### config.mk
export PLATFORM = sky130hd
export DESIGN_NAME = slc_div_cell
export DESIGN_NICKNAME = d
export VERILOG_FILES = /design/src/assert_macros.svh /design/src/slc_pkg.sv /design/src/slc_div_cell.sv
export SDC_FILE = /design/constraint.sdc
export NUM_CORES = 1
export LEC_CHECK = 0
export BUFFER_PORTS_ARGS = -buffer_cell sky130_fd_sc_hd__buf_2
export CORE_MARGIN = 4
export CORE_UTILIZATION = 54
export DETAILED_ROUTE_END_ITERATION = 10
export HOLD_SLACK_MARGIN = 0.05
export PLACE_DENSITY = 0.87
export SYNTH_ARGS = -nofsm -noshare
export SYNTH_HDL_FRONTEND = slang
export SYNTH_SLANG_ARGS = --single-unit
export TNS_END_PERCENT = 10
### constraint.sdc
create_clock -name clk -period 10.3 [get_ports clk]
set_input_delay 1.545 -clock clk [delete_from_list [all_inputs] [get_ports clk]]
set_output_delay 1.545 -clock clk [all_outputs]
set_load 0.03 [all_outputs]
### src/assert_macros.svh
// assertion helpers included by the rtl
`ifndef ASSERT_MACROS_SVH
`define ASSERT_MACROS_SVH

// checked only outside reset
`define SLC_ASSERT(label, prop, msg) \
  label: assert property (@(posedge clk) disable iff (!rst_n) prop) else $error(msg);

// checked on every edge, reset included
`define SLC_ASSERT_ALWAYS(label, prop, msg) \
  label: assert property (@(posedge clk) prop) else $error(msg);

`endif

### src/slc_pkg.sv
package slc_pkg;

  localparam int COORD_WIDTH_DEF = 32;

  localparam int IN_DATA_W   = 128;
  localparam int OUT_DATA_W  = 376;
  localparam int OUT_PAD_W   = 6;
  localparam int CFG_INDEX_W = 8;
  localparam int CFG_DATA_W  = 32;

  localparam logic [CFG_INDEX_W-1:0] CFG_RATIO_MODE  = 8'd0;
  localparam logic [CFG_INDEX_W-1:0] CFG_WORLD_SCALE = 8'd1;
  localparam logic [31:0]            WORLD_SCALE_RST = 32'h0001_0000;

  // square root: radicand is the 66-bit sum of squares shifted up 30 bits
  localparam int SUM_W     = 66;
  localparam int FRAC_SH   = 30;
  localparam int SQ_RAD_W  = SUM_W + FRAC_SH;
  localparam int ROOT_W    = SQ_RAD_W / 2;
  localparam int SQ_REM_W  = ROOT_W + 2;
  localparam int SQ_CELLS  = ROOT_W;

  // reciprocal: 2^63 / root, restoring divide one quotient bit per cell
  localparam int INV_W     = 48;
  localparam int DIV_CELLS = 64;
  localparam int LINE_LEN  = SQ_CELLS + DIV_CELLS;

  localparam logic [INV_W-1:0] INV_MAX = {INV_W{1'b1}};
  localparam logic [63:0]      C_ONE   = 64'h0000_0001_0000_0000;

  typedef struct packed {
    logic [SQ_REM_W-1:0] rem;
    logic [ROOT_W-1:0]   root;
    logic [SQ_RAD_W-1:0] rad;
  } sqrt_cell_t;

  typedef struct packed {
    logic [INV_W-1:0]  rem;
    logic [INV_W-1:0]  quo;
    logic              ovf;
    logic [ROOT_W-1:0] dsr;
  } div_cell_t;

  typedef struct packed {
    logic [31:0] min_x;
    logic [31:0] max_x;
    logic [31:0] min_z;
    logic [31:0] max_z;
    logic [32:0] coef_a;
    logic [32:0] coef_b;
    logic [63:0] coef_c;
    logic [31:0] a_mag;
    logic [31:0] b_mag;
    logic        zero;
  } side_t;

  typedef struct packed {
    logic [31:0]      min_x;
    logic [31:0]      max_x;
    logic [31:0]      min_z;
    logic [31:0]      max_z;
    logic [32:0]      coef_a;
    logic [32:0]      coef_b;
    logic [63:0]      coef_c;
    logic [INV_W-1:0] inv_length;
    logic [31:0]      sine_term;
    logic [31:0]      cosine_term;
    logic             zero_length;
  } res_t;

endpackage

### src/slc_div_cell.sv
module slc_div_cell (
  input  logic               clk,
  input  logic               en,
  input  logic               num_bit,
  input  slc_pkg::div_cell_t d_i,
  output slc_pkg::div_cell_t d_o
);
  import slc_pkg::*;

  logic [INV_W:0] rs;
  logic [INV_W:0] dv;
  logic [INV_W:0] diff;
  logic           ge;
  div_cell_t      d_nxt;
  div_cell_t      d_r;

  // one restoring step, quotient bits that fall off the top mark overflow
  always_comb begin
    rs        = {d_i.rem, num_bit};
    dv        = {1'b0, d_i.dsr};
    diff      = rs - dv;
    ge        = (rs >= dv);
    d_nxt.dsr = d_i.dsr;
    d_nxt.rem = ge ? diff[INV_W-1:0] : rs[INV_W-1:0];
    d_nxt.quo = {d_i.quo[INV_W-2:0], ge};
    d_nxt.ovf = d_i.ovf | d_i.quo[INV_W-1];
  end

  always_ff @(posedge clk) begin
    if (en) begin
      d_r <= d_nxt;
    end
  end

  assign d_o = d_r;

endmodule

After elaboration in Yosys (flattened, before gate mapping):

Cells that the tools add are included.

* register bits after elaboration: 145
* output and inout port bits: 145
* logic and storage cells: 8

* add/sub/neg operators: 1
* magnitude comparators: 1
* muxes and demuxes: 1
* bitwise operators: 1

Operator list (number)
* >= comparator 49 x 48 -> 1 bit: 1
* two-way mux 48 bit: 1
* subtractor 48 bit: 1
* bitwise OR 1 bit: 1

Depth between registers and ports, before layout:

* word-level depth: 2
* depth in mapped cells: 16

Worst setup path after synthesis:

No wires, ideal clock.

* path kind: input-to-reg
* start: input d_i[10] (netlist bit)
* end: register d_r, in the netlist d_o[107], data pin
* data arrival time: 4.100 ns
* slack: 5.938 ns
* cell stages on the path: 13
* buffers on the path: 1
* cell sequence: inv_1 -> ha_1 -> a21o_1 -> a21o_1 -> a21o_1 -> nor3_4 -> o21ai_2 -> a2111oi_4 -> o211ai_2 -> a31oi_4 -> inv_2 -> buf_6 -> mux2_1

RTL lines
* from (decl): RTL line slc_div_cell.sv:5 `input slc_pkg::div_cell_t d_i,`
* to (signal assigned): RTL line slc_div_cell.sv:31 `d_r <= d_nxt;`
* to (decl): RTL line slc_div_cell.sv:15 `div_cell_t d_r;`

==> results by group <==
Worst setup path
  – Crit-path slowest cell: a31oi_4
  – Required time worst endpoint: 10,480 ps
  – Critical path type: in2reg
  – WP buf/inv: 4
  – Crit Path Max Fanout: 63
  – Critical Path Max Stage Delay: 530 ps
  – Critical-path cell list: buf_2 -> inv_1 -> ha_1 -> a21o_1 -> a31oi_1 -> nor3_1 -> nor3_4 -> o21ai_2 -> a2111oi_4 -> o211ai_2 -> a31oi_4 -> inv_2 -> buf_4 -> mux2_1
  – CP arrival: 5240 ps
  – Crit-path leading delay family: compound AO/OA/AOI/OAI gates
  – CP startpoint kind: input port
  – Worst setup EP type: register

Outcome
  – Status: complete, no violations

Worst hold path
  – Hold Path Class: in2reg
  – Hold depth: 1
  – Min-Delay Endpoint: d_o[53]
  – Hold Path Origin: d_i[52]

Pwr
  – Clk network pwr share: 0.334
  – Int Pwr: 0.001217 W
  – Reg power frac: 0.413
  – Sw power: 0.0005789 W
  – Lkg Pwr: 4.619 nW
  – Peak VDD IR: 0.09658 mV
  – Net Sw Frac: 0.3224
  – Pwr/cell area: 181.5 mW/mm²
  – Combinational share of power: 0.253

Synthesis
  – Syn. warnings: 0
  – Avg Cell Area, Syn: 11.55 µm²
  – Synth Instances: 667
  – Cell accounting for the most synthesized area: edfxtp_1
  – Synth Register Bits: 145
  – Syn Nets: 864
  – Async SR Flop Fraction: 0
  – Area share of the largest cell type after synthesis: 0.5653
  – Post-synth EDFFs: 145
  – Sequential share of the synthesized area: 0.5653
  – Post-synth top flop: edfxtp_1
  – Mapped Area: 0.007702 mm²
  – Netlist cell types: 57
  – Synth top area cells: edfxtp_1, ha_1, a21oi_1

Place
  – Placed Instances: 1,120
  – # port buffers: 292
  – HPWL after DPL: 16.07 mm
  – Place WS: 4773 ps
  – RD Place Congestion: 0.8636

Final layout
  – Area Growth Syn to Fin: 28.44%
  – Most frequent cells in the layout: buf_2, edfxtp_1, a21oi_1
  – Post-Route Utilization: 0.7100
  – Final #Nets: 1,156
  – Max reg flops: 145
  – Commonest non-fill, non-tap cell in the layout: buf_2
  – Filler cells: 1,000
  – Share of layout cells above drive strength 1: 0.3457
  – Finished Layout Cells: 1,154

Timing
  – Final worst path period share: 0.4915
  – Headroom to the max-slew limit: 0.3098
  – Worst-margin pin slew: 1035 ps
  – Endpoints failing setup: 0
  – Max-slew violation count: 0
  – Final period demand of the worst path: 5063 ps
  – Hold slack: 1285 ps
  – Max Freq: 0.1975 GHz
  – Fin Setup TNS: 0 ps
  – Final WS setup: 5237 ps
  – Hold Fails Final Rpt: 0
  – Setup repair after global routing missed its margin: no

Clock network
  – PostCTS Resize Cnt: 0
  – CTS root buf: clkbuf_16
  – Clock sink count: 145
  – Total CTS buffers: 17
  – Max clock buf depth: 2
  – CTS tree: done
  – Htree depth: 4
  – Setup Fix Bufs, Post-CTS: 0
  – Clock slew at the register clock pins of the worst setup and hold paths: 60 ps
  – Number of hold buffers added after cts: 0

Job
  – Max-cap viol count: 0

Die
  – Die X: 127.4 µm
  – Core Area: 0.01393 mm²
  – Boundary Pins: 293
  – # rows: 43
  – Die Ht: 127.4 µm
  – Total die area: 0.01624 mm²
  – Initial Util: 0.5528

Global routing
  – Initial antenna violation count: 3
  – Vias in the first global route: 6,128
  – All-Layer GR Usage: 0.2545
  – Total grt overflow: 0
  – Largest net degree at the start of global routing: 83
  – First-pass GRT wire length: 31.73 mm

Route
  – Drt initial violations: 436
  – Via count: 6,363
  – TritonRoute pass-1 iters: 4
  – Routed WL: 21.07 mm
  – Drc violations: 0
  – Via density: 5.514
  – DR WL/cell: 18.26 µm
  – Antenna Nets Post-Route: 0
==> how the worst max path moves through the flow <==
stage	to	cells after the start	slack [ps]	start
floorplan	d_o[107]	13	5940	d_i[10]
global placement	d_o[128]	14	4910	d_i[10]
detailed placement	d_o[114]	14	4770	d_i[6]
CTS	d_o[114]	14	5260	d_i[6]
global route	d_o[113]	14	4950	d_i[6]
finish	d_o[107]	14	5240	d_i[6]
==> through the flow <==
stage	area (µm²)	power [W]
floorplan	7702	0.001059
global placement	9316	0.001195
detailed placement	9316	0.001206
CTS	9888	0.001804
global route	9893	0.001869
finish	9893	0.001796
==> cell type report <==
cell class	instances	area, µm²	area share
Antenna cell	2	5.005	0.0005059
Clock buffer	18	429.2	0.04338
Clock inverter	14	142.6	0.01442
Inverter	61	229.0	0.02314
Multi-Input combinational cell	440	3025	0.3058
Sequential cell	145	4354	0.4401
Tap cell	180	225.2	0.02276
Timing Repair Buffer	294	1483	0.1499
==> synth_stat cells (all sizes together) (4+ instances only) <==
master and number:
nor2 54, o21a 4, or2 4, buf 5, nor3 8, a31oi 12, or3 4, inv 61
nor2b 5, a21o 40, a21oi 62, nand3 8, o21bai 4, o21ai 30, mux2 5, clkbuf 16
xnor2 17, xor2 20, and4 6, and3 11, a211oi 5, nand2 42, edfxtp 145, nand4 8
ha 48
==> layer usage <==
| layer | track usage | share of wire |
|---|---|---|
| met5 | 0 | 0.00047 |
| met4 | 0.1098 | 0.027 |
| met3 | 0.08236 | 0.091 |
| met2 | 0.4367 | 0.51 |
| met1 | 0.2920 | 0.38 |
==> cells by family (layout without fill, tap and decap cells) <==
group / Yosys count / count (layout) / synth area share
buffers and inverters: 82 / 387 / 0.04191
flip-flops: 145 / 145 / 0.5653
adder cells (fa/ha/maj): 49 / 49 / 0.08057
XOR/XNOR: 37 / 37 / 0.04207
AND/OR/NAND/NOR: 160 / 160 / 0.1001
multiplexers: 8 / 8 / 0.01121
other: 0 / 2 / 0
AO/OA/AOI/OAI: 186 / 186 / 0.1589
==> power by group through the flow <==
stage	logic, W	registers, W	clock network [W]
5_1_grt	0.000489	0.000747	0.000632
6_report	0.000454	0.000742	0.000599
3_5_place_dp	0.000452	0.000754	0
4_1_cts	0.000455	0.000742	0.000607
3_3_place_gp	0.000444	0.000751	0
2_1_floorplan	0.000176	0.000882	0
No activity file was read; power rests on OpenSTA's default activity.
