### config.mk
export PLATFORM = sky130hd
export DESIGN_NAME = slc_sqrt_cell
export DESIGN_NICKNAME = d
export VERILOG_FILES = /design/src/assert_macros.svh /design/src/slc_pkg.sv /design/src/slc_sqrt_cell.sv
export SDC_FILE = /design/constraint.sdc
export NUM_CORES = 1
export LEC_CHECK = 0
export ABC_CLOCK_PERIOD_IN_PS = 3700
export BUFFER_PORTS_ARGS = -buffer_cell sky130_fd_sc_hd__buf_2
export CORE_MARGIN = 4
export CORE_UTILIZATION = 29
export CTS_BUF_LIST = sky130_fd_sc_hd__clkbuf_8 sky130_fd_sc_hd__clkbuf_16
export CTS_CLUSTER_DIAMETER = 40
export DETAILED_ROUTE_END_ITERATION = 8
export GPL_ROUTABILITY_DRIVEN = 0
export PLACE_DENSITY = 0.64
export REMOVE_ABC_BUFFERS = 1
export SYNTH_ARGS = -nofsm -noshare
export SYNTH_HDL_FRONTEND = slang
export SYNTH_SLANG_ARGS = --single-unit
### constraint.sdc
create_clock -name clk -period 3.7 [get_ports clk]
set_input_delay 0.555 -clock clk [delete_from_list [all_inputs] [get_ports clk]]
set_output_delay 0.555 -clock clk [all_outputs]
set_load 0.005 [all_outputs]
### src/assert_macros.svh
// assertion helpers included by the rtl
`ifndef ASSERT_MACROS_SVH
`define ASSERT_MACROS_SVH

// checked only outside reset
`define SLC_ASSERT(label, prop, msg) \
  label: assert property (@(posedge clk) disable iff (!rst_n) prop) else $error(msg);

// checked on every edge, reset included
`define SLC_ASSERT_ALWAYS(label, prop, msg) \
  label: assert property (@(posedge clk) prop) else $error(msg);

`endif

### src/slc_pkg.sv
package slc_pkg;

  localparam int COORD_WIDTH_DEF = 32;

  localparam int IN_DATA_W   = 128;
  localparam int OUT_DATA_W  = 376;
  localparam int OUT_PAD_W   = 6;
  localparam int CFG_INDEX_W = 8;
  localparam int CFG_DATA_W  = 32;

  localparam logic [CFG_INDEX_W-1:0] CFG_RATIO_MODE  = 8'd0;
  localparam logic [CFG_INDEX_W-1:0] CFG_WORLD_SCALE = 8'd1;
  localparam logic [31:0]            WORLD_SCALE_RST = 32'h0001_0000;

  // square root: radicand is the 66-bit sum of squares shifted up 30 bits
  localparam int SUM_W     = 66;
  localparam int FRAC_SH   = 30;
  localparam int SQ_RAD_W  = SUM_W + FRAC_SH;
  localparam int ROOT_W    = SQ_RAD_W / 2;
  localparam int SQ_REM_W  = ROOT_W + 2;
  localparam int SQ_CELLS  = ROOT_W;

  // reciprocal: 2^63 / root, restoring divide one quotient bit per cell
  localparam int INV_W     = 48;
  localparam int DIV_CELLS = 64;
  localparam int LINE_LEN  = SQ_CELLS + DIV_CELLS;

  localparam logic [INV_W-1:0] INV_MAX = {INV_W{1'b1}};
  localparam logic [63:0]      C_ONE   = 64'h0000_0001_0000_0000;

  typedef struct packed {
    logic [SQ_REM_W-1:0] rem;
    logic [ROOT_W-1:0]   root;
    logic [SQ_RAD_W-1:0] rad;
  } sqrt_cell_t;

  typedef struct packed {
    logic [INV_W-1:0]  rem;
    logic [INV_W-1:0]  quo;
    logic              ovf;
    logic [ROOT_W-1:0] dsr;
  } div_cell_t;

  typedef struct packed {
    logic [31:0] min_x;
    logic [31:0] max_x;
    logic [31:0] min_z;
    logic [31:0] max_z;
    logic [32:0] coef_a;
    logic [32:0] coef_b;
    logic [63:0] coef_c;
    logic [31:0] a_mag;
    logic [31:0] b_mag;
    logic        zero;
  } side_t;

  typedef struct packed {
    logic [31:0]      min_x;
    logic [31:0]      max_x;
    logic [31:0]      min_z;
    logic [31:0]      max_z;
    logic [32:0]      coef_a;
    logic [32:0]      coef_b;
    logic [63:0]      coef_c;
    logic [INV_W-1:0] inv_length;
    logic [31:0]      sine_term;
    logic [31:0]      cosine_term;
    logic             zero_length;
  } res_t;

endpackage

### src/slc_sqrt_cell.sv
module slc_sqrt_cell (
  input  logic                clk,
  input  logic                en,
  input  slc_pkg::sqrt_cell_t d_i,
  output slc_pkg::sqrt_cell_t d_o
);
  import slc_pkg::*;

  logic [SQ_REM_W+1:0] rem_sh;
  logic [SQ_REM_W+1:0] trial;
  logic [SQ_REM_W+1:0] diff;
  logic                ge;
  sqrt_cell_t          d_nxt;
  sqrt_cell_t          d_r;

  // one root bit: bring in two radicand bits, try 4r+1
  always_comb begin
    rem_sh     = {d_i.rem, d_i.rad[SQ_RAD_W-1 -: 2]};
    trial      = {2'b00, d_i.root, 2'b01};
    diff       = rem_sh - trial;
    ge         = (rem_sh >= trial);
    d_nxt.rad  = {d_i.rad[SQ_RAD_W-3:0], 2'b00};
    d_nxt.root = {d_i.root[ROOT_W-2:0], ge};
    d_nxt.rem  = ge ? diff[SQ_REM_W-1:0] : rem_sh[SQ_REM_W-1:0];
  end

  always_ff @(posedge clk) begin
    if (en) begin
      d_r <= d_nxt;
    end
  end

  assign d_o = d_r;

endmodule

* After elaboration in Yosys (flattened, before gate mapping)
Cells that the tools add are included.
** Storage, ports and cells
- Bits in registers :: 192
- Logic and storage cells :: 6
** Operators by class
- Add/sub/neg operators :: 1
- Order comparisons :: 1
- Multiplexer cells :: 1
** Operator list (count)
- $ge A52 B50 Y1 :: 1
- $mux W50 :: 1
- $sub A50 B50 Y50 :: 1

* Longest topological paths before layout
Gate-level depths: netlist of the first run.
- Depth after elaboration :: 2
- Depth in mapped cells :: 14
- Gate-level depth less buffers :: 11

* Worst setup path after synthesis of the first run
OpenSTA, ideal clock, no wires.
- Kind :: input -> register
- Start :: input port d_i[107] in the netlist's numbering
- End :: register d_r (netlist bit d_o[151]), data pin
- Setup time :: 0.260 ns
- Data arrival time :: 2.946 ns
- Required time :: 3.440 ns
- Slack :: 0.494 ns
- Stages :: 12
- Path through :: inv_1 ha_1 clkbuf_1 nor2_1 o31a_1 or4b_1 a21oi_2 o41a_1 nor3_1 o21ai_2 buf_6 mux2_2
** RTL lines
- start: declaration :: line slc_sqrt_cell.sv:4 : input slc_pkg::sqrt_cell_t d_i,
- end signal: assignment :: line slc_sqrt_cell.sv:29 : d_r <= d_nxt;
- end: declaration :: line slc_sqrt_cell.sv:14 : sqrt_cell_t d_r;

==> results of run 1 <==
-- how the worst max path moves through the flow --
stage	start	to	slack, ps	depth (start not counted)
3_5_place_dp	d_i[109]	d_o[192]	100	12
4_1_cts	d_i[117]	d_o[188]	590	12
3_3_place_gp	d_i[117]	d_o[192]	180	12
5_1_grt	d_i[116]	d_o[189]	380	13
6_report	d_i[109]	d_o[188]	570	12
2_1_floorplan	d_i[109]	d_o[151]	-1110	10
-- kinds of logic after synthesis --
family	Yosys count	synth area share, %
other	1	0.03958
XOR/XNOR	47	4.344
buffers and inverters	93	4.292
AO/OA/AOI/OAI	220	14.18
adder cells (fa/ha/maj)	50	6.602
flip-flops	192	60.85
multiplexers	7	0.8319
AND/OR/NAND/NOR	179	8.860
-- metal layers --
| metal | part of all wire, % | GRT usage [%] | wire length, um |
|---|---|---|---|
| met1 | 39 | 18.82 | 11860 |
| met5 | 0.30 | 0 | 91 |
| met3 | 9.5 | 6.614 | 2871 |
| met2 | 50 | 29.04 | 14950 |
| met4 | 1.4 | 3.672 | 412 |
-- power breakdown --
| group | internal [mW] | total [mW] | switching [mW] | leakage [nW] |
|---|---|---|---|---|
| logic | 0.527 | 1.18 | 0.651 | 3.46 |
| registers | 2.66 | 2.71 | 0.0501 | 1.88 |
| clock network | 0.937 | 1.80 | 0.868 | 0.279 |
| total | 4.13 | 5.70 | 1.57 | 5.62 |
-- per-stage QoR --
stage	TNS [ps]	util, %	total power, mW	cells
floorplan	-45970	-	3.336	761
global placement	0	37.99	3.938	1618
global route	0	39.75	6.015	1652
finish	0	39.76	5.695	1654
CTS	0	39.73	5.781	1650
detailed placement	0	37.99	3.946	1618
-- synth_stat cells, drive strengths merged, types with 4 or more instances --
| cell | instances | area (sq um) |
|---|---|---|
| nand4 | 17 | 106.4 |
| nor3 | 10 | 50.05 |
| o21ai | 34 | 173.9 |
| a21oi | 106 | 534.3 |
| ha | 50 | 625.6 |
| nand2 | 44 | 175.2 |
| inv | 64 | 240.2 |
| edfxtp | 192 | 5766 |
| or3 | 4 | 25.02 |
| o211ai | 9 | 67.56 |
| nand3 | 7 | 35.03 |
| xnor2 | 27 | 236.5 |
| nor4 | 5 | 31.28 |
| nor2b | 4 | 25.02 |
| buf | 15 | 112.6 |
| nor2 | 72 | 272.8 |
| a211oi | 4 | 30.03 |
| xor2 | 20 | 175.2 |
| o21bai | 4 | 30.03 |
| a21o | 28 | 211.5 |
| o31a | 4 | 35.03 |
| clkbuf | 14 | 53.80 |
| a31oi | 5 | 31.28 |
| o21a | 5 | 37.54 |
| mux2 | 7 | 78.83 |
| nand2b | 4 | 25.02 |
-- area by class of cell --
type | instances | area [sq um] | area share [%]
tap | 435 | 544.3 | 4.293
multi-input combinational | 505 | 3314 | 26.14
inverter | 64 | 240.2 | 1.895
sequential | 192 | 5766 | 45.48
clock buffer | 17 | 425.4 | 3.356
clock inverter | 15 | 131.4 | 1.036
antenna | 4 | 10.01 | 0.07896
timing repair buffer | 422 | 2246 | 17.72
==> out/results.txt, run 1 <==
Crit-path max FO = 5
Count of state elements after synthesis = 192
Vias per inst = 4.622
Hold WS = 276.2 ps
Clock sink total = 192
Die width = 188.8 um
Tmin final = 3132 ps
Run status = finished clean
# resized after CTS = 0
Die area = 35630 sq um
Sequential share of the synthesized area = 60.85%
Vias in the first global route = 7760
Global-route usage over all layers = 16.46%
Nets = 1448
Postcts setup bufs = 0
Most common cell after layout, fill and taps aside = buf_2
Clk root buf = clkbuf_16
Vias = 7645
Req. time, crit path = 3900 ps
Final hold violation count = 0
Pleak = 5.619 nW
Initial antenna violation count = 14
Arrival time at the worst endpoint = 3330 ps
Max Cap Viol = 0
Post-Synthesis Cells = 789
Slew Limit Fails = 0
Post-synth EDFFs = 192
Slowest CP cell = or4b_1
VDD IR max = 295.7 uV
Hold depth = 1
Largest net degree at the start of global routing = 83
Yosys warns = 0
Clk buf depth = 2
Crit Path Class = input pin to flop
# IOs = 390
Hold Crit Class = input pin to flop
Grt ovf = 0
Syn_area_per_cell = 12.01 sq um
DP Worst Slack = 102.6 ps
First-pass GRT wire length = 44650 um
CP delay by family, top = compound AO/OA/AOI/OAI gates
Total Wirelength = 30190 um
Synth cell types = 59
Design area = 12680 sq um
CTS tree = done
Core area = 31880 sq um
DP Wirelength = 24320 um
DR iter-0 viols = 348
Startpoint Class = input pin
Crit. End Element = flop
Cell-by-cell trace of the critical path = buf_2 > inv_1 > ha_1 > nand2_1 > o31a_1 > or4b_1 > a21oi_2 > o41a_1 > nor2_1 > o31ai_1 > xor2_1 > mux2_2
WL/cell = 18.25 um
Min-Delay Startpoint = d_i[46]
Hold path endpoint = d_o[48]
DRT Pass-1 Iters = 5
Rel. slew slack = 49.96%
Cts hold-fix bufs = 0
Tcrit/Tclk final = 84.64%
Top FF cell, synth = edfxtp_1
DRC viols = 0
Layout cell share with drive strength beyond 1 = 38.52%
RSZ-0062 raised after global routing = false
PnR worst setup slack = 568.2 ps
Fmax = 319.3 MHz
Clock slew at reported path FFs = 80 ps
Max incr delay on CP = 520 ps
Crit path buffers/inverters = 2
# setup viols final = 0
Total placed instance area = 12110 sq um
CTS HTree Levels = 4
Pwr Density = 449.3 nW/um^2
Row Count = 65
Synth async-reset ratio = 0%
Die height = 188.8 um
I/O Buffers = 387
Post-DRT Antenna Nets = 0
Mapped Area = 9475 sq um
Number of flip-flops in the largest register = 192
Area delta synth->final = 33.79%
Commonest non-fill, non-tap cells in the layout = buf_2 (386), edfxtp_1 (192), a21oi_1 (105), nor2_1 (71), inv_1 (64)
Filler cells = 3222
Initial Util = 29.72%
Num CTS Buffers = 17
Slew @ Worst Pin = 750.6 ps
(Power assumes the default switching activity.)
==> run 2, diff against run 1 <==
--- a/config.mk
+++ b/config.mk
@@ -5,7 +5,7 @@
 export SDC_FILE = /design/constraint.sdc
 export NUM_CORES = 1
 export LEC_CHECK = 0
-export ABC_CLOCK_PERIOD_IN_PS = 3700
+export ABC_CLOCK_PERIOD_IN_PS = 2500
 export BUFFER_PORTS_ARGS = -buffer_cell sky130_fd_sc_hd__buf_2
 export CORE_MARGIN = 4
 export CORE_UTILIZATION = 29
@@ -13,7 +13,7 @@
 export CTS_CLUSTER_DIAMETER = 40
 export DETAILED_ROUTE_END_ITERATION = 8
 export GPL_ROUTABILITY_DRIVEN = 0
-export PLACE_DENSITY = 0.64
+export PLACE_DENSITY = 0.66
 export REMOVE_ABC_BUFFERS = 1
 export SYNTH_ARGS = -nofsm -noshare
 export SYNTH_HDL_FRONTEND = slang
==> constraint.sdc (replaced) <==
create_clock -name clk -period 2.5 [get_ports clk]
set_input_delay 0.375 -clock clk [delete_from_list [all_inputs] [get_ports clk]]
set_output_delay 0.375 -clock clk [all_outputs]
set_load 0.005 [all_outputs]
==> out/results.txt, run 2 (same netlist as run 1, synthesis figures left out) <==
Run status = complete, but fails checks
Violated checks = negative setup slack
Clk buf depth = 2
Hold depth = 1
Num CTS Buffers = 17
Crit. End Element = flop
Filler cells = 2968
Tcrit/Tclk final = 109.7%
Arrival time at the worst endpoint = 2940 ps
Min-Delay Startpoint = d_i[53]
Die height = 188.8 um
Vias = 8456
Hold Crit Class = input pin to flop
Pwr Density = 613.6 nW/um^2
Nets = 1623
Initial antenna violation count = 9
Max Cap Viol = 0
Number of flip-flops in the largest register = 192
Fin cells = 1827
Post-DRT Antenna Nets = 0
Tmin final = 2743 ps
Pleak = 6.760 nW
Clk root buf = clkbuf_16
Die area = 35630 sq um
Reg area = 5766 sq um
Crit Path Class = input pin to flop
Cts hold-fix bufs = 0
Placed insts = 1760
Most common cell after layout, fill and taps aside = buf_2
Vias per inst = 4.628
DRT Pass-1 Iters = 5
Grt ovf = 0
WL/cell = 18.21 um
Commonest non-fill, non-tap cells in the layout = buf_2 (368), edfxtp_1 (192), buf_4 (187), a21oi_1 (63), nor2_1 (46)
Req. time, crit path = 2700 ps
First-pass GRT wire length = 49250 um
Row Count = 65
Total Wirelength = 33260 um
Global-route usage over all layers = 17.83%
Final hold violation count = 0
I/O Buffers = 387
Startpoint Class = input pin
Crit-path max FO = 6
DR iter-0 viols = 361
Die width = 188.8 um
Area delta synth->final = 61.44%
Slew Limit Fails = 0
Initial Util = 29.72%
Hold path endpoint = d_o[55]
Fmax = 364.5 MHz
Total placed instance area = 13200 sq um
RSZ-0062 raised after global routing = true
Clock sink total = 192
DRC viols = 0
Rel. slew slack = 60.65%
CTS tree = done
CTS HTree Levels = 4
Slew @ Worst Pin = 584.0 ps
PnR worst setup slack = -243.5 ps
Largest net degree at the start of global routing = 57
Design area = 15300 sq um
Multi-input logic area = 4179 sq um
# setup viols final = 51
VDD IR max = 442.2 uV
Clock slew at reported path FFs = 80 ps
Layout cell share with drive strength beyond 1 = 56.47%
# IOs = 390
Hold WS = 93.20 ps
DP Worst Slack = -892.8 ps
Vias in the first global route = 8827
DP Wirelength = 25430 um
Core area = 31880 sq um
Setup TNS = -8786 ps
run 2: cell types whose count changed in the layout (fill, tap and decap cells not counted), sizes merged:
| cell | change |
|---|---|
| diode | -2 |
| inv | +1 |
| bufinv | +2 |
| clkinv | -3 |
| clkbuf | +5 |
| buf | +170 |
run 2: cell type report:
type	count	share of cell area, %
sequential	192	37.69
multi-input combinational	505	27.32
timing repair buffer	597	25.72
tap	435	3.558
clock buffer	17	2.781
inverter	64	1.619
clock inverter	15	1.284
antenna	2	0.03272
run 2: what timing repair did:
item	in CTS	in global routing
resized for setup	136	107
pin swaps	45	23
cloned	2	5
endpoints found under the setup margin	51	51
buffers inserted	15	11
run 2: how the worst max path moves through the flow:
stage	start	slack (ps)	depth (start not counted)	endpoint
floorplan	d_i[109]	-2130	10	d_o[151]
global placement	d_i[118]	-840	14	d_o[193]
detailed placement	d_i[99]	-890	11	d_o[191]
CTS	d_i[125]	-140	10	d_o[191]
global route	d_i[166]	-310	12	d_o[190]
finish	d_i[166]	-240	12	d_o[176]
run 2: report_power, final:
part / internal [mW] / leakage, nW / switching, mW
Clock: 1.61 / 0.306 / 1.32
Combinational: 1.25 / 4.57 / 1.19
Sequential: 3.94 / 1.88 / 0.0796
run 2: layer usage:
| metal | global-route usage (%) | routed length [um] | vias up |
|---|---|---|---|
| met5 | 0 | 75 | - |
| met4 | 6.895 | 925 | 12 |
| met3 | 6.150 | 2705 | 60 |
| met2 | 31.28 | 16680 | 296 |
| met1 | 19.98 | 12870 | 3996 |
| li1 | - | - | 4092 |
run 2: stage by stage:
stage          utilization [%]  total power [mW]
4_1_cts                  46.05             9.320
2_1_floorplan                -             4.937
5_1_grt                  47.98             9.870
6_report                 47.98             9.386
3_5_place_dp             41.41             6.122
3_3_place_gp             41.41             6.095
run 2: worst max-delay path, cell delays in order:
cell and delay (ps):
buf_4 130, ha_4 280, nand4_1 160, nor2_2 200, or4b_4 500, a21oi_4 190, o41a_1 250, nor3_4 70
o21ai_4 180, buf_12 150, buf_8 150, mux2_4 300
==> run 3, diff against run 2 <==
--- a/config.mk
+++ b/config.mk
@@ -8,13 +8,14 @@
 export ABC_CLOCK_PERIOD_IN_PS = 2500
 export BUFFER_PORTS_ARGS = -buffer_cell sky130_fd_sc_hd__buf_2
 export CORE_MARGIN = 4
-export CORE_UTILIZATION = 29
+export CORE_UTILIZATION = 44
 export CTS_BUF_LIST = sky130_fd_sc_hd__clkbuf_8 sky130_fd_sc_hd__clkbuf_16
 export CTS_CLUSTER_DIAMETER = 40
 export DETAILED_ROUTE_END_ITERATION = 8
 export GPL_ROUTABILITY_DRIVEN = 0
-export PLACE_DENSITY = 0.66
+export PLACE_DENSITY = 0.88
 export REMOVE_ABC_BUFFERS = 1
+export SETUP_SLACK_MARGIN = 0.02
 export SYNTH_ARGS = -nofsm -noshare
 export SYNTH_HDL_FRONTEND = slang
 export SYNTH_SLANG_ARGS = --single-unit
==> out/results.txt, run 3 (same netlist as run 1, synthesis figures left out) <==
Tcrit/Tclk final = 114.4%
Number of flip-flops in the largest register = 192
Slew Limit Fails = 0
Crit path buffers/inverters = 2
Design area = 15170 sq um
Clock sink total = 192
Largest net degree at the start of global routing = 56
Req. time, crit path = 2690 ps
Vias = 9118
Pleak = 6.791 nW
Clock network fraction of total power = 29.8%
Die height = 154.7 um
CP delay by family, top = compound AO/OA/AOI/OAI gates
Initial Util = 44.93%
DR iter-0 viols = 728
RSZ-0062 raised after global routing = true
Run status = complete, but fails checks
VDD IR max = 464.5 uV
Hold WS = 103.7 ps
DP Worst Slack = -871.6 ps
Grt ovf = 0
Slew @ Worst Pin = 583.8 ps
DP Wirelength = 24240 um
Sequential power share = 43.1%
Total placed instance area = 13070 sq um
Initial antenna violation count = 4
Max incr delay on CP = 540 ps
Clk buf depth = 2
Sw Share = 29.74%
Max Cap Viol = 0
Setup TNS = -7797 ps
Row Count = 53
First-pass GRT wire length = 48330 um
I/O Buffers = 387
Crit-path max FO = 4
CTS tree = done
Vias per inst = 5.424
Switch Pwr = 2.783 mW
WL/cell = 20.90 um
Pwr Density = 616.9 nW/um^2
Clock slew at reported path FFs = 80 ps
Rel. slew slack = 60.72%
DRT Pass-1 Iters = 5
Violated checks = negative setup slack
Cts hold-fix bufs = 0
P_int = 6.576 mW
DRC viols = 0
Num CTS Buffers = 17
Slowest CP cell = or4b_1
# setup viols final = 50
Tmin final = 2861 ps
# IOs = 390
Clk root buf = clkbuf_16
Layout cell share with drive strength beyond 1 = 57.69%
Total Wirelength = 35140 um
Most common cell after layout, fill and taps aside = buf_2
PnR worst setup slack = -360.7 ps
Global-route usage over all layers = 25.89%
Die width = 154.7 um
Core area = 21090 sq um
Startpoint Class = input pin
Final hold violation count = 0
Crit Path Class = input pin to flop
Nets = 1637
Hold Crit Class = input pin to flop
Vias in the first global route = 8922
Arrival time at the worst endpoint = 3060 ps
Cell-by-cell trace of the critical path = buf_2 > inv_1 > ha_4 > nand2_2 > o21ai_1 > nand3_1 > a311oi_2 > nor3_2 > a211o_1 > or4b_1 > a41o_1
Comb pwr share = 27.1%
Commonest non-fill, non-tap cells in the layout = buf_2 (372), buf_4 (195), edfxtp_1 (192), a21oi_1 (60), inv_1 (49)
Placed insts = 1608
CTS HTree Levels = 4
Post-DRT Antenna Nets = 0
Fmax = 349.6 MHz
Fin cells = 1681
Area delta synth->final = 60.11%
Crit. End Element = flop
Die area = 23950 sq um
[run 3: cell type report]
| class | instances | area [sq um] |
|---|---|---|
| diodes | 2 | 5.005 |
| flip-flops and latches | 192 | 5766 |
| fillers | 1367 | 5917 |
| multi-input cells | 505 | 4184 |
| repair buffers | 611 | 4020 |
| clock inverters | 15 | 181.4 |
| clock buffers | 17 | 425.4 |
| well taps | 275 | 344.1 |
| inverters | 64 | 245.2 |
[run 3: worst paths after layout]
check / startpoint / endpoint / slack [ps] / cells past startpoint
max: d_i[104] / d_o[191] / -360 / 11
min: d_i[65] / d_o[67] / 100 / 1
[run 3: metal layers]
metal  global-route usage [%]  vias up  wire length (um)
met2                    46.32      539             18090
met5                        0        -                27
met3                    5.372      122              2814
li1                         -     4128                 -
met1                    30.59     4325             12700
met4                    9.882        4              1507
[run 3: power by group through the flow]
stage	Clock (mW)	Combinational (mW)	Sequential, mW
final	2.79	2.54	4.03
after global routing	2.98	2.71	4.06
after CTS	2.80	2.25	4.02
after detailed placement	0	2.03	4.09
after global placement	0	1.97	4.08
after floorplan	0	0.793	4.14
[run 3: through the flow]
step,utilization (%),power (mW)
global route,71.94,9.740
global placement,62.00,6.051
floorplan,-,4.937
finish,71.94,9.358
CTS,68.92,9.071
detailed placement,62.00,6.119
[run 3: repair_timing]
action                                  CTS  global route
gates resized for setup                 119           116
buffers inserted                         22            12
pin swaps                                49            15
endpoints found under the setup margin   51            51
cloned                                    3             4
